## src/design/bta_pkg.sv

```systemverilog
// Package for the burst splitter: payload structs, burst geometry and the
// command descriptor shared by the front, the command queue and the back end.
// No dependencies.
package bta_pkg;

  // Burst granule; a power of two, 2**BURST_LOG2 bytes (1..1024).
  localparam int BURST_LOG2  = 6;
  localparam int BURST_BYTES = 1 << BURST_LOG2;

  localparam int ADDR_W      = 32;
  localparam int BYTE_CNT_W  = 12;
  localparam int ID_W        = 32;
  localparam int REQ_NUM_W   = 32;
  localparam int PE_W        = 8;
  localparam int PORT_W      = 4;

  // Upper bound on requests per burst; longer bursts are cut here.
  localparam int MAX_REQS    = 64;
  localparam int REQ_CNT_W   = $clog2(MAX_REQS + 1);

  // offset + length, and its round-up, fit in one more bit than the length
  // for any granule up to 1024 bytes.
  localparam int SUM_W       = BYTE_CNT_W + 1;

  // Command queue between front and back.
  localparam int CMD_DEPTH_LOG2 = 1;
  localparam int CMD_DEPTH      = 1 << CMD_DEPTH_LOG2;
  localparam int CMD_CNT_W      = CMD_DEPTH_LOG2 + 1;

  typedef enum logic {
    KIND_READ  = 1'b0,
    KIND_WRITE = 1'b1
  } kind_t;

  typedef struct packed {
    logic                  kind;
    logic [ADDR_W-1:0]     start_addr;
    logic [BYTE_CNT_W-1:0] byte_count;
    logic [ID_W-1:0]       burst_id;
    logic [PE_W-1:0]       pe_index;
    logic [PORT_W-1:0]     port_index;
  } in_item_t;

  typedef struct packed {
    logic                  req_kind;
    logic [ADDR_W-1:0]     req_addr;
    logic [ID_W-1:0]       req_burst_id;
    logic [REQ_NUM_W-1:0]  req_number;
    logic [PE_W-1:0]       req_pe;
    logic [PORT_W-1:0]     req_port;
    logic                  last_req;
  } out_item_t;

  // Classified burst: aligned base and number of requests (never zero).
  typedef struct packed {
    logic                  kind;
    logic [ADDR_W-1:0]     base_addr;
    logic [REQ_CNT_W-1:0]  req_count;
    logic [ID_W-1:0]       burst_id;
    logic [PE_W-1:0]       pe_index;
    logic [PORT_W-1:0]     port_index;
  } cmd_desc_t;

  // Status of the command queue: full for the front end, empty for the back end.
  typedef struct packed {
    logic full;
    logic empty;
  } q_status_t;

endpackage

```

## src/design/bta_front.sv

```systemverilog
// Front end: aligns the burst start, computes the request count and writes
// non-empty bursts into the command queue. Depends on bta_pkg.
module bta_front (
  input  logic                clk,
  input  logic                rst_n,
  input  logic                in_push,
  output logic                in_full,
  input  bta_pkg::in_item_t   in_data,
  input  bta_pkg::q_status_t  q_status,
  output logic                q_wr_en,
  output bta_pkg::cmd_desc_t  q_wr_data
);

  logic [bta_pkg::BURST_LOG2-1:0] offset;
  logic [bta_pkg::SUM_W-1:0]      span;
  logic [bta_pkg::SUM_W-1:0]      span_up;
  logic [bta_pkg::SUM_W-1:0]      n_bursts;
  logic [bta_pkg::REQ_CNT_W-1:0]  req_count;
  logic                           accept;

  assign offset  = in_data.start_addr[bta_pkg::BURST_LOG2-1:0];
  assign span    = {1'b0, in_data.byte_count} + bta_pkg::SUM_W'(offset);
  assign span_up = span + bta_pkg::SUM_W'(bta_pkg::BURST_BYTES - 1);
  assign n_bursts = span_up >> bta_pkg::BURST_LOG2;

  // An unaligned start always spans at least one granule, so the same round-up
  // covers both cases; only an aligned empty burst yields zero.
  always_comb begin
    if (n_bursts > bta_pkg::SUM_W'(bta_pkg::MAX_REQS)) begin
      req_count = bta_pkg::REQ_CNT_W'(bta_pkg::MAX_REQS);
    end else begin
      req_count = n_bursts[bta_pkg::REQ_CNT_W-1:0];
    end
  end

  assign in_full = q_status.full;
  assign accept  = in_push && !q_status.full;
  // Drop bursts that need no request.
  assign q_wr_en = accept && (req_count != '0);

  always_comb begin
    q_wr_data.kind       = in_data.kind;
    q_wr_data.base_addr  = {in_data.start_addr[bta_pkg::ADDR_W-1:bta_pkg::BURST_LOG2],
                            {bta_pkg::BURST_LOG2{1'b0}}};
    q_wr_data.req_count  = req_count;
    q_wr_data.burst_id   = in_data.burst_id;
    q_wr_data.pe_index   = in_data.pe_index;
    q_wr_data.port_index = in_data.port_index;
  end

  a_count_range: assert property (@(posedge clk) disable iff (!rst_n)
    q_wr_en |-> (q_wr_data.req_count != '0) &&
                (q_wr_data.req_count <= bta_pkg::REQ_CNT_W'(bta_pkg::MAX_REQS)))
    else $error("front: descriptor count out of range");

endmodule

```

## src/design/bta_cmd_fifo.sv

```systemverilog
// Short command queue between front and back end; decouples their stalls.
// Depends on bta_pkg.
module bta_cmd_fifo (
  input  logic                clk,
  input  logic                rst_n,
  input  logic                wr_en,
  input  bta_pkg::cmd_desc_t  wr_data,
  input  logic                rd_en,
  output bta_pkg::cmd_desc_t  rd_data,
  output bta_pkg::q_status_t  status
);

  bta_pkg::cmd_desc_t                   mem_r [bta_pkg::CMD_DEPTH];
  logic [bta_pkg::CMD_DEPTH_LOG2-1:0]   wr_ptr_r, wr_ptr_nxt;
  logic [bta_pkg::CMD_DEPTH_LOG2-1:0]   rd_ptr_r, rd_ptr_nxt;
  logic [bta_pkg::CMD_CNT_W-1:0]        cnt_r, cnt_nxt;

  assign status.full  = (cnt_r == bta_pkg::CMD_CNT_W'(bta_pkg::CMD_DEPTH));
  assign status.empty = (cnt_r == '0);
  assign rd_data      = mem_r[rd_ptr_r];

  always_comb begin
    wr_ptr_nxt = wr_ptr_r;
    rd_ptr_nxt = rd_ptr_r;
    cnt_nxt    = cnt_r;
    if (wr_en) begin
      wr_ptr_nxt = wr_ptr_r + 1'b1;
    end
    if (rd_en) begin
      rd_ptr_nxt = rd_ptr_r + 1'b1;
    end
    if (wr_en && !rd_en) begin
      cnt_nxt = cnt_r + 1'b1;
    end else if (rd_en && !wr_en) begin
      cnt_nxt = cnt_r - 1'b1;
    end
  end

  always_ff @(posedge clk) begin
    if (!rst_n) begin
      wr_ptr_r <= '0;
      rd_ptr_r <= '0;
      cnt_r    <= '0;
    end else begin
      wr_ptr_r <= wr_ptr_nxt;
      rd_ptr_r <= rd_ptr_nxt;
      cnt_r    <= cnt_nxt;
    end
  end

  always_ff @(posedge clk) begin
    if (wr_en) begin
      mem_r[wr_ptr_r] <= wr_data;
    end
  end

  a_no_overflow: assert property (@(posedge clk) disable iff (!rst_n)
    cnt_r <= bta_pkg::CMD_CNT_W'(bta_pkg::CMD_DEPTH))
    else $error("cmd_fifo: occupancy beyond depth");

  a_no_underflow: assert property (@(posedge clk) disable iff (!rst_n)
    rd_en |-> !status.empty)
    else $error("cmd_fifo: read while empty");

endmodule

```

## src/design/bta_back.sv

```systemverilog
// Back end: walks one descriptor at a time, one aligned request per cycle while its
// output register is free; numbers requests, holds them there. Depends on bta_pkg.
module bta_back (
  input  logic                clk,
  input  logic                rst_n,
  input  bta_pkg::q_status_t  q_status,
  input  bta_pkg::cmd_desc_t  q_rd_data,
  output logic                q_rd_en,
  output logic                out_empty,
  input  logic                out_pop,
  output bta_pkg::out_item_t  out_data
);

  logic                               active_r, active_nxt;
  bta_pkg::cmd_desc_t                 cur_r;
  logic [bta_pkg::REQ_CNT_W-1:0]      remain_r;
  logic [bta_pkg::REQ_NUM_W-1:0]      req_num_r;
  logic                               out_valid_r;
  bta_pkg::out_item_t                 out_data_r;

  logic out_free;
  logic emit;
  logic emit_last;

  assign out_free  = !out_valid_r || out_pop;
  assign emit      = active_r && out_free;
  assign emit_last = emit && (remain_r == bta_pkg::REQ_CNT_W'(1));
  // Fetch the next burst as soon as the current one issues its last request.
  assign q_rd_en   = (!active_r || emit_last) && !q_status.empty;

  always_comb begin
    active_nxt = active_r;
    if (emit_last) begin
      active_nxt = 1'b0;
    end
    if (q_rd_en) begin
      active_nxt = 1'b1;
    end
  end

  always_ff @(posedge clk) begin
    if (!rst_n) begin
      active_r    <= 1'b0;
      out_valid_r <= 1'b0;
      req_num_r   <= '0;
    end else begin
      active_r <= active_nxt;
      if (emit) begin
        out_valid_r <= 1'b1;
        req_num_r   <= req_num_r + 1'b1;
      end else if (out_pop) begin
        out_valid_r <= 1'b0;
      end
    end
  end

  always_ff @(posedge clk) begin
    if (q_rd_en) begin
      cur_r    <= q_rd_data;
      remain_r <= q_rd_data.req_count;
    end else if (emit) begin
      cur_r.base_addr <= cur_r.base_addr + bta_pkg::ADDR_W'(bta_pkg::BURST_BYTES);
      remain_r        <= remain_r - 1'b1;
    end
    if (emit) begin
      out_data_r.req_kind     <= cur_r.kind;
      out_data_r.req_addr     <= cur_r.base_addr;
      out_data_r.req_burst_id <= cur_r.burst_id;
      out_data_r.req_number   <= req_num_r;
      out_data_r.req_pe       <= cur_r.pe_index;
      out_data_r.req_port     <= cur_r.port_index;
      out_data_r.last_req     <= (remain_r == bta_pkg::REQ_CNT_W'(1));
    end
  end

  assign out_empty = !out_valid_r;
  assign out_data  = out_data_r;

  a_active_has_work: assert property (@(posedge clk) disable iff (!rst_n)
    active_r |-> (remain_r != '0))
    else $error("back: active with no requests left");

  a_last_marked: assert property (@(posedge clk) disable iff (!rst_n)
    emit_last |=> out_valid_r && out_data_r.last_req)
    else $error("back: final request not marked last");

  a_number_advance: assert property (@(posedge clk) disable iff (!rst_n)
    emit |=> (req_num_r == $past(req_num_r) + 1'b1) &&
             (out_data_r.req_number == $past(req_num_r)))
    else $error("back: request number did not advance");

endmodule

```

## src/design/burst_to_aligned_requests.sv

```systemverilog
// Burst splitter top level: front end, command queue and request back end.
// Depends on bta_pkg, bta_front, bta_cmd_fifo and bta_back.
//
// Each accepted burst is cut into requests aligned to a 64-byte granule: the
// start is rounded down and ceil((offset + byte_count) / 64) requests follow,
// at most 64; an aligned burst of length zero gives none, an unaligned one of
// length zero gives one. Requests carry a 32-bit running number that starts
// at 0 after reset and wraps, and last_req marks the final one of a burst.
// The back end issues one request per cycle while its output register is free
// or being popped; the front end accepts and drops a burst with no requests.
// A two-entry command queue lets bursts be accepted while earlier ones are
// still being issued; the first request of a burst passes through a queue
// entry, the back end's descriptor register and then its output register.
module burst_to_aligned_requests (
  input  logic                clk,
  input  logic                rst_n,
  input  logic                in_push,
  output logic                in_full,
  input  bta_pkg::in_item_t   in_data,
  output logic                out_empty,
  input  logic                out_pop,
  output bta_pkg::out_item_t  out_data
);

  bta_pkg::q_status_t  q_status;
  bta_pkg::cmd_desc_t  q_wr_data;
  bta_pkg::cmd_desc_t  q_rd_data;
  logic                q_wr_en;
  logic                q_rd_en;

  bta_front u_front (
    .clk       (clk),
    .rst_n     (rst_n),
    .in_push   (in_push),
    .in_full   (in_full),
    .in_data   (in_data),
    .q_status  (q_status),
    .q_wr_en   (q_wr_en),
    .q_wr_data (q_wr_data)
  );

  bta_cmd_fifo u_cmd_fifo (
    .clk     (clk),
    .rst_n   (rst_n),
    .wr_en   (q_wr_en),
    .wr_data (q_wr_data),
    .rd_en   (q_rd_en),
    .rd_data (q_rd_data),
    .status  (q_status)
  );

  bta_back u_back (
    .clk       (clk),
    .rst_n     (rst_n),
    .q_status  (q_status),
    .q_rd_data (q_rd_data),
    .q_rd_en   (q_rd_en),
    .out_empty (out_empty),
    .out_pop   (out_pop),
    .out_data  (out_data)
  );

endmodule
```

## config.mk

```make
export PLATFORM = sky130hd
export DESIGN_NAME = burst_to_aligned_requests
export DESIGN_NICKNAME = d
export VERILOG_FILES = /design/src/design/bta_pkg.sv /design/src/design/bta_front.sv /design/src/design/bta_cmd_fifo.sv /design/src/design/bta_back.sv /design/src/design/burst_to_aligned_requests.sv
export SDC_FILE = /design/constraint.sdc
export NUM_CORES = 1
export LEC_CHECK = 0
export BUFFER_PORTS_ARGS = -buffer_cell sky130_fd_sc_hd__buf_2
export CORE_ASPECT_RATIO = 0.5
export CORE_UTILIZATION = 55
export DETAILED_ROUTE_END_ITERATION = 16
export HOLD_SLACK_MARGIN = 0.05
export PLACE_DENSITY = 0.78
export SKIP_CTS_REPAIR_TIMING = 1
export SYNTH_ARGS = -nofsm -noshare
export SYNTH_HDL_FRONTEND = slang
export SYNTH_SLANG_ARGS = --single-unit
```

## constraint.sdc

```tcl
create_clock -name clk -period 7.6 [get_ports clk]
set_input_delay 0.76 -clock clk [delete_from_list [all_inputs] [get_ports clk]]
set_output_delay 0.76 -clock clk [all_outputs]
set_load 0.01 [all_outputs]
```

==> flow_metrics.env, run 1 <==
export IMPL_status="finished, final reports clean"
export IMPL_die_area_mm2=0.0266
export IMPL_grt_pass1_wl_um=39700
export IMPL_synth_distinct_cells=53
export IMPL_slowest_delay_ps=800
export IMPL_clk_path_buf_depth=3
export IMPL_gp_congestion=0.795
export IMPL_nNetsFinal=1176
export IMPL_drtIter0Drc=548
export IMPL_netlist_instances=862
export IMPL_initial_core_util_pct=56.3
export IMPL_clkSinkCount=377
export IMPL_syn_to_final_growth_pct=16.4
export IMPL_drv_slew=0
export IMPL_holdWs_ps=365
export IMPL_ir_drop_mv=0.247
export IMPL_cts_root_buf="clkbuf_16"
export IMPL_grt_use_met3_pct=4.08
export IMPL_avgViaCountPerCell=5.37
export IMPL_routedWlPerCell_um=18.4
export IMPL_grt_pass1_vias=7466
export IMPL_crit_family="simple AND/OR/NAND/NOR gates"
export IMPL_crit_slowest_cell="buf_4"
export IMPL_post_route_min_period_ps=4170
export IMPL_worst_ep_arrival_time_ps=4360
export IMPL_fin_setup_tns_ps=0
export IMPL_drt_pass1_iterations=5
export IMPL_clkLatencyLatePin_ps=580
export IMPL_worstPathRequired_ps=7790
export IMPL_ant_nets=0
export IMPL_busiest_layer="met2"
export IMPL_fin_skew_ps=21.4
export IMPL_die_h_um=116
export IMPL_worst_path_buf_inv=5
export IMPL_vias=7735
export IMPL_coreArea_mm2=0.0253
export IMPL_grt_antenna_before_repair=4
export IMPL_synth_seq_area_share_pct=76.6
export IMPL_synth_ff_type="edfxtp_1"
export IMPL_avgSynthCellArea_um2=16.6
export IMPL_finalHoldViolCount=0
export IMPL_critPathCaptureType="flip-flop"
export IMPL_synth_area_mm2=0.0143
export IMPL_regArea_mm2=0.0109
export IMPL_p_leak_nw=6.02
export IMPL_max_slew_margin_pct=23.5
export IMPL_drt_wl_total_um=26500
export IMPL_hpwl_um=16700
export IMPL_ys_async_sr_fraction_pct=0
export IMPL_htree_levels=1
export IMPL_cp_cell_sequence="buf_2, inv_1, ha_1, inv_1, ha_1, inv_1, or4_1, nand3b_1, mux2_2, o22ai_1, nor2b_4, buf_4"
export IMPL_die_width_um=230
export IMPL_worst_pin_slew_ps=1150
export IMPL_startpoint_type="primary input"
export IMPL_cts_tree="built"
export IMPL_synth_seq_cells=377
export IMPL_clkSlewWorstSetupHoldPaths_ps=70
export IMPL_crit_fanout=67
export IMPL_critPathKind="primary input to flip-flop"
export IMPL_multi_input_area_mm2=0.00310
export IMPL_max_freq_ghz=0.240
export IMPL_final_layout_size_suffix_gt1_share_pct=29.0
export IMPL_numCtsBuffers=31
export IMPL_hold_path_class="primary input to flip-flop"
export IMPL_fillers=1763
export IMPL_yosys_warnings=0
export IMPL_rsz0062_at_grt="no"
export IMPL_grt_overflow_total=0
export IMPL_drc_errors=0
export IMPL_power_density_mw_per_mm2=368
export IMPL_setup_viol=0
export IMPL_path_common_cell="inv_1"
export IMPL_met1_usage_pct=25.7
export IMPL_io_buffers=198
export IMPL_placementRows=41
export IMPL_met2_usage_pct=32.9
export IMPL_io_pins=205
export IMPL_grt_max_degree=79
export IMPL_drv_cap=0
export IMPL_track_usage_pct=19.4
export IMPL_synth_edf_count=338
export IMPL_fin_crit_sh_pct=54.9
==> power by group <==
group          internal [W]  switching [W]  total, W
sequential          0.00304       0.000278   0.00332
combinational      0.000454       0.000762   0.00122
clock              0.000871       0.000710   0.00158
total               0.00436        0.00175   0.00611
==> per-stage QoR <==
stage	area (um^2)	total power, W	cells	setup slack, ps	util [%]
5_1_grt	16600	0.00639	1440	3270	65.6
6_report	16600	0.00611	1441	3430	65.6
2_1_floorplan	14300	0.00410	867	880	-
3_5_place_dp	15600	0.00459	1379	2830	61.6
4_1_cts	16600	0.00616	1437	3440	65.6
3_3_place_gp	15600	0.00451	1379	2990	61.6
==> layout make-up <==
cell class                 instances  share of cell area [%]
antenna                            4                  0.0602
clock buffer                      43                    5.00
clock inverter                    15                    1.00
inverter                          30                   0.692
multi-input combinational        424                    18.7
sequential                       377                    65.8
tap                              344                    2.59
timing repair buffer             204                    6.23
==> cell usage after synthesis, drive strengths merged (2+ instances only) <==
cell    instances  share of area [%]
ha             15                1.3
nor2           22               0.58
nand3          21               0.81
a21boi         12               0.63
buf            18               0.74
or2             3               0.13
o211ai          2               0.11
inv            30               0.79
and2           25                1.1
nor4            4               0.43
nor3           11               0.39
and4            4               0.28
a211oi         18               0.95
mux2i          16                1.1
nor2b          23                1.0
clkbuf         18               0.47
nand2b          3               0.13
o21ai          20               0.70
dfxtp          39                5.5
or3            13               0.59
a21oi          28               0.98
nand2          39                1.0
xnor2          24                1.5
o31ai           2               0.11
xor2           35                2.1
edfxtp        338                 71
nand4          14               0.66
and3            3               0.13
mux2           47                3.7
==> final timing paths <==
check	slack, ps	depth (start not counted)	startpoint	endpoint
setup reg to reg	4480	6	u_cmd_fifo.cnt_r[0]	u_cmd_fifo.mem_r[0][69]
hold / removal	370	1	in_data[37]	u_cmd_fifo.mem_r[0][37]
setup / recovery	3430	12	in_data[49]	u_cmd_fifo.mem_r[0][69]
hold reg to reg	420	0	u_back.cur_r[11]	u_back.out_data[12]
==> state kept, by name, summed over array words and instances, names as in the netlist, named ones only <==
name	cells
u_back.active_r	1
u_back.cur_r	71
u_cmd_fifo.mem_r	156
u_cmd_fifo.wr_ptr_r	1
u_cmd_fifo.rd_ptr_r	1
u_back.out_data	104
u_cmd_fifo.cnt_r	2
u_back.out_valid_r	1
u_back.req_num_r	32
u_back.remain_r	7
==> routing by layer <==
metal	routed length, um	vias up
met2	13200	222
li1	-	3618
met4	527	0
met5	0	-
met1	11300	3853
met3	1490	42
==> kinds of logic (layout without fill, tap and decap cells) <==
kind of cell / after synthesis / in the layout / synth area share, %
other cells: 1 / 10 / 0.0263
fa+ha+maj: 15 / 15 / 1.31
mux: 63 / 63 / 4.83
flops: 377 / 377 / 76.6
compound gates: 89 / 89 / 3.90
simple gates: 192 / 192 / 7.76
xor+xnor: 59 / 59 / 3.62
buf+inv: 66 / 292 / 2.00
==> layout by cell type (no fill, tap or decap), drive strengths merged, types with 2 or more instances in the layout <==
cell type | Yosys | layout
xor2 | 35 | 35
and4 | 4 | 4
xnor2 | 24 | 24
a21boi | 12 | 12
a211oi | 18 | 18
clkinv | 0 | 9
buf | 18 | 204
diode | 0 | 4
bufinv | 0 | 3
dfxtp | 39 | 39
o211ai | 2 | 2
inv | 30 | 31
clkbuf | 18 | 43
mux2 | 47 | 47
nand4 | 14 | 14
or2 | 3 | 3
and3 | 3 | 3
edfxtp | 338 | 338
conb | 1 | 6
nor2 | 22 | 22
nor2b | 23 | 23
nand3 | 21 | 21
nor3 | 11 | 11
mux2i | 16 | 16
a21oi | 28 | 28
nor4 | 4 | 4
ha | 15 | 15
and2 | 25 | 25
o21ai | 20 | 20
clkinvlp | 0 | 2
nand2 | 39 | 39
or3 | 13 | 13
o31ai | 2 | 2
nand2b | 3 | 3
(Power assumes the default switching activity.)
==> inputs of run 2 (changes only) <==
- CORE_UTILIZATION: 55 -> 51
- PLACE_DENSITY: 0.78 -> 0.76
- clock period: 7.6 -> 3.5 ns (I/O delays scaled with it)
==> run 2 against run 1 <==
  * Combinational power grew 140%
  * Die area increased by 7.7%
  * Sequential power is 120% higher
  * Critical path type is now flip-flop to flip-flop
  * Largest cell class unchanged
  * Highest routed layer unchanged
==> flow_metrics.env, run 2 (synthesized netlist as in run 1, its figures left out) <==
export IMPL_rsz0062_at_grt="no"
export IMPL_io_buffers=198
export IMPL_hpwl_um=18200
export IMPL_track_usage_pct=19.4
export IMPL_max_freq_ghz=0.361
export IMPL_finalHoldViolCount=0
export IMPL_grt_pass1_vias=7668
export IMPL_drc_errors=0
export IMPL_grt_max_degree=53
export IMPL_placementRows=42
export IMPL_grt_antenna_before_repair=1
export IMPL_max_flop_register="u_cmd_fifo.mem_r"
export IMPL_vias=7978
export IMPL_die_area_mm2=0.0287
export IMPL_max_slew_margin_pct=52.0
export IMPL_fin_crit_sh_pct=79.2
export IMPL_worstPathRequired_ps=3750
export IMPL_cts_tree="built"
export IMPL_ant_nets=0
export IMPL_drt_wl_total_um=28600
export IMPL_gp_congestion=0.809
export IMPL_dpl_cell_count=1415
export IMPL_hold_path_class="primary input to flip-flop"
export IMPL_critPathKind="flip-flop to flip-flop"
export IMPL_crit_fanout=45
export IMPL_worst_ep_arrival_time_ps=3030
export IMPL_clk_path_buf_depth=3
export IMPL_ir_drop_mv=0.373
export IMPL_grt_pass1_wl_um=42600
export IMPL_numCtsBuffers=34
export IMPL_critPathCaptureType="flip-flop"
export IMPL_cts_root_buf="clkbuf_16"
export IMPL_initial_core_util_pct=53.0
export IMPL_worst_pin_slew_ps=720
export IMPL_drtIter0Drc=586
export IMPL_die_h_um=120
export IMPL_largest_reg_flops=156
export IMPL_io_pins=205
export IMPL_startpoint_type="flip-flop"
export IMPL_finalInstanceArea_mm2=0.0179
export IMPL_dpl_instance_area_mm2=0.0159
export IMPL_routedWlPerCell_um=18.5
export IMPL_syn_to_final_growth_pct=25.2
export IMPL_drv_cap=0
export IMPL_fin_skew_ps=21.0
export IMPL_nNetsFinal=1256
export IMPL_insertedDiodeCount=0
export IMPL_clkSlewWorstSetupHoldPaths_ps=70
export IMPL_clkSinkCount=377
export IMPL_coreArea_mm2=0.0270
export IMPL_final_common_cell="edfxtp_1"
export IMPL_layout_common_cells="338 x edfxtp_1, 198 x buf_2, 71 x dlygate4sd3_1, 46 x mux2_2"
export IMPL_fin_util_pct=66.3
export IMPL_grt_overflow_total=0
export IMPL_layoutNonFillerInstCount=1548
export IMPL_p_leak_nw=6.47
export IMPL_avgViaCountPerCell=5.15
export IMPL_post_route_min_period_ps=2770
export IMPL_die_width_um=239
export IMPL_final_layout_size_suffix_gt1_share_pct=30.2
export IMPL_power_density_mw_per_mm2=791
export IMPL_clkLatencyLatePin_ps=530
export IMPL_status="finished, final reports clean"
export IMPL_setup_viol=0
export IMPL_htree_levels=2
export IMPL_drv_slew=0
export IMPL_drt_pass1_iterations=7
run 2: cell types whose count changed in the layout (fill, tap and decap cells not counted), moves of 2 or more:
cell / previous run / this run
clkinv_2: 6 / 3
ha_1: 15 / 6
clkinvlp_4: 2 / 4
clkbuf_1: 11 / 7
ha_4: 0 / 9
buf_12: 0 / 7
clkinv_8: 0 / 2
clkbuf_16: 31 / 35
bufinv_16: 3 / 7
diode_2: 4 / 0
dlygate4sd3_1: 0 / 71
inv_4: 1 / 5
inv_2: 1 / 7
inv_1: 28 / 16
run 2: final timing paths:
path,from,to,slack (ps),cells after the start
setup / recovery,u_back.remain_r[3],u_back.cur_r[69],730,7
hold / removal,in_data[55],u_cmd_fifo.mem_r[1][49],190,2
setup reg to reg,u_back.remain_r[3],u_back.cur_r[69],730,7
hold reg to reg,u_back.cur_r[13],u_back.out_data[46],410,0
run 2: report_power, final:
part,switching [W],internal [W]
clock,0.00162,0.00242
sequential,0.000574,0.00658
combinational,0.00178,0.00116
run 2: through the flow:
stage	hold WS [ps]	setup WS [ps]	power [W]	TNS, ps
after CTS	-14.2	769	0.0142	0
final	191	728	0.0141	0
after global routing	195	583	0.0148	0
after detailed placement	405	255	0.0101	0
after floorplan	400	-273	0.00891	-26540
after global placement	402	308	0.00995	0
run 2: metal layers:
layer / up-vias / share of wire, % / GRT usage, %
met4: 0 / 1.9 / 4.97
li1: 3778 / - / -
met3: 46 / 4.4 / 3.58
met2: 196 / 50 / 32.5
met1: 3958 / 43 / 26.5
met5: - / 0 / 0
run 2: worst max-delay path, cell delays in order, from the launching register on:
cell	delay, ps
edfxtp_1	430
nor4_1	480
and3b_1	350
a21bo_2	200
o21ai_4	200
inv_2	360
buf_12	310
a21oi_1	110
run 2: area by class of cell:
| cell class | instances | area [um^2] |
|---|---|---|
| clock buffer | 44 | 930 |
| clock inverter | 18 | 295 |
| fill | 1811 | 9080 |
| inverter | 30 | 138 |
| multi-input combinational | 424 | 3230 |
| sequential | 377 | 10900 |
| tap | 374 | 468 |
| timing repair buffer | 281 | 1880 |
==> inputs of run 3 (changes only) <==
- ABC_AREA: unset -> 1
- CORE_UTILIZATION: 51 -> 52
- PLACE_DENSITY: 0.76 -> 0.77
- clock period: 3.5 -> 2.3 ns (I/O delays scaled with it)
==> run 3 against run 2 <==
  * Synthesized cell count rose by 36%
  * Clock power rose by 37%
  * Via count rose by 20%
  * Critical path depth rose by 14
  * Highest routed layer unchanged
  * Largest cell class unchanged
==> flow_metrics.env, run 3 <==
export IMPL_status="finished, final reports clean"
export IMPL_post_route_min_period_ps=2170
export IMPL_clk_path_buf_depth=3
export IMPL_yosysMostFrequentCell="nand2_1"
export IMPL_slowest_delay_ps=250
export IMPL_die_area_mm2=0.0289
export IMPL_max_slew_margin_pct=55.5
export IMPL_htree_levels=2
export IMPL_rsz0062_at_grt="yes"
export IMPL_netlist_instances=1171
export IMPL_cp_startpoint="in_data[46]"
export IMPL_clkSlewWorstSetupHoldPaths_ps=60
export IMPL_fillers=1982
export IMPL_regArea_mm2=0.0109
export IMPL_max_freq_ghz=0.460
export IMPL_hpwl_um=20700
export IMPL_layoutNonFillerInstCount=1893
export IMPL_ys_top_cells_by_count="349 x nand2_1, 338 x edfxtp_1, 98 x inv_1"
export IMPL_synth_ff_type="edfxtp_1"
export IMPL_p_leak_nw=7.25
export IMPL_ant_nets=0
export IMPL_die_width_um=240
export IMPL_fin_crit_sh_pct=94.4
export IMPL_dpl_cell_count=1756
export IMPL_drtIter0Drc=720
export IMPL_final_common_cell="nand2_1"
export IMPL_fin_skew_ps=22.7
export IMPL_pre_cts_ws_ps=-481
export IMPL_grt_pass1_vias=9245
export IMPL_worstPathRequired_ps=2710
export IMPL_final_layout_size_suffix_gt1_share_pct=23.0
export IMPL_synth_seq_cells=377
export IMPL_grt_max_degree=48
export IMPL_synth_area_top_cells="edfxtp_1 69%, nand2_1 8.9%, dfxtp_1 5.3%"
export IMPL_crit_slowest_cell="ha_4"
export IMPL_cp_cell_sequence="buf_2, inv_8, ha_4, inv_2, ha_4, nand2_1, o21bai_1, nand2_1, nand2_2, nand2_2, nand2_1, nand2_1, nor2_2, nand2_2, nand2_4, inv_2, ha_4, a21oi_2, o21ai_2, o21ai_1, a21oi_1"
export IMPL_worst_ep_arrival_time_ps=2580
export IMPL_gp_congestion=0.891
export IMPL_max_flop_register="u_cmd_fifo.mem_r"
export IMPL_critPathCapture="u_cmd_fifo.cnt_r[1]"
export IMPL_track_usage_pct=21.2
export IMPL_fin_util_pct=66.5
export IMPL_syn_to_final_growth_pct=25.5
export IMPL_worst_path_buf_inv=4
export IMPL_worst_r2r_setup_slack_ps=130
export IMPL_critPathKind="primary input to flip-flop"
export IMPL_clkLatencyLatePin_ps=530
export IMPL_yosys_warnings=0
export IMPL_grt_use_met3_pct=3.74
export IMPL_busiest_layer="met2"
export IMPL_grt_antenna_before_repair=1
export IMPL_power_density_mw_per_mm2=1230
export IMPL_setup_viol=0
export IMPL_worst_pin_slew_ps=665
export IMPL_nNetsFinal=1592
export IMPL_critPathCaptureType="flip-flop"
export IMPL_dpl_instance_area_mm2=0.0165
export IMPL_finalHoldViolCount=0
export IMPL_coreArea_mm2=0.0277
export IMPL_layout_common_cells="340 x nand2_1, 338 x edfxtp_1, 198 x buf_2, 83 x inv_1, 76 x nor2_1"
export IMPL_avgViaCountPerCell=5.06
export IMPL_clkSinkCount=377
export IMPL_ir_drop_mv=0.627
export IMPL_die_h_um=121
export IMPL_ys_async_sr_fraction_pct=0
export IMPL_vias=9576
export IMPL_yosys_area_top_type="edfxtp_1"
export IMPL_r2r_end="u_cmd_fifo.cnt_r[1]"
export IMPL_multi_input_area_mm2=0.00341
export IMPL_largest_reg_flops=156
export IMPL_drt_pass1_iterations=6
export IMPL_drv_slew=0
export IMPL_numCtsBuffers=35
export IMPL_synth_distinct_cells=43
export IMPL_met1_usage_pct=26.1
export IMPL_grt_overflow_total=0
export IMPL_drc_errors=0
export IMPL_avgSynthCellArea_um2=12.5
export IMPL_cp_depth=21
export IMPL_synth_edf_count=338
export IMPL_path_common_cell="nand2_1"
export IMPL_cts_tree="built"
export IMPL_met2_usage_pct=38.4
export IMPL_io_buffers=198
export IMPL_synth_seq_area_share_pct=74.5
export IMPL_setup_ws_ps=128
export IMPL_startpoint_type="primary input"
export IMPL_placementRows=43
export IMPL_drt_wl_total_um=31800
export IMPL_r2r_cells=13
export IMPL_initial_core_util_pct=53.0
export IMPL_io_pins=205
export IMPL_drv_cap=0
export IMPL_finalPower_w=0.0226
export IMPL_finalInstanceArea_mm2=0.0184
export IMPL_cts_root_buf="clkbuf_16"
export IMPL_worstReg2RegStart="u_back.remain_r[2]"
export IMPL_synth_area_mm2=0.0147
export IMPL_hold_path_class="primary input to flip-flop"
export IMPL_routedWlPerCell_um=16.8
export IMPL_yosys_area_top_type_share_pct=69.1
export IMPL_crit_fanout=4
export IMPL_crit_family="simple AND/OR/NAND/NOR gates"
export IMPL_grt_pass1_wl_um=47300
[run 3: cell families (layout without fill, tap and decap cells)]
group	after synthesis	in the layout	synth area share [%]
and+or+nand+nor	522	522	15.0
DFF	377	377	74.5
buffers and inverters	136	470	3.75
AOI/OAI and AO/OA	81	81	3.18
xor gates and xnor gates	38	38	2.27
adders and majority gates	15	15	1.28
other	1	7	0.0255
muxes	1	1	0.0682
[run 3: worst min path at each step]
stage / start / endpoint / slack, ps / cells past startpoint
after global routing: out_pop / u_back.out_valid_r / 70 / 4
final: out_pop / u_back.out_valid_r / 80 / 4
after detailed placement: u_back.cur_r[15] / u_back.out_data[48] / 400 / 0
after floorplan: in_data[0] / u_cmd_fifo.mem_r[0][0] / 330 / 0
after CTS: in_data[82] / u_cmd_fifo.mem_r[0][71] / -130 / 1
after global placement: u_back.cur_r[17] / u_back.out_data[50] / 400 / 0
[run 3: through the flow]
stage	TNS (ps)	hold slack [ps]
3_3_place_gp	-44060	401
3_5_place_dp	-55600	405
2_1_floorplan	-163030	329
5_1_grt	-50.3	66.8
6_report	0	82.2
4_1_cts	0	-131
[run 3: layer usage]
layer,vias to the layer above,share of wire [%]
li1,4629,-
met1,4590,40
met2,302,52
met3,55,5.6
met4,0,2.1
met5,-,0
[run 3: worst reg2reg max path: cells and delay by family, from the launching register on]
family                   cells  cell delay (ps)
flip-flops                   1              400
AND/OR/NAND/NOR              3              410
buffers and inverters        3              430
adder cells (fa/ha/maj)      1              250
AO/OA/AOI/OAI                6              560
[run 3: layout make-up]
| class | count | area share, % |
|---|---|---|
| antenna | 1 | 0.0136 |
| clock buffer | 41 | 4.99 |
| multi-input combinational | 663 | 18.5 |
| sequential | 377 | 59.4 |
| tap | 382 | 2.59 |
| clock inverter | 22 | 0.903 |
| timing repair buffer | 306 | 11.4 |
| inverter | 101 | 2.17 |
[run 3: power breakdown]
| part | total, W | switching (W) | internal (W) |
|---|---|---|---|
| clock network | 0.00555 | 0.00245 | 0.00310 |
| logic | 0.00601 | 0.00393 | 0.00208 |
| registers | 0.0111 | 0.000848 | 0.0102 |
| total | 0.0226 | 0.00722 | 0.0154 |
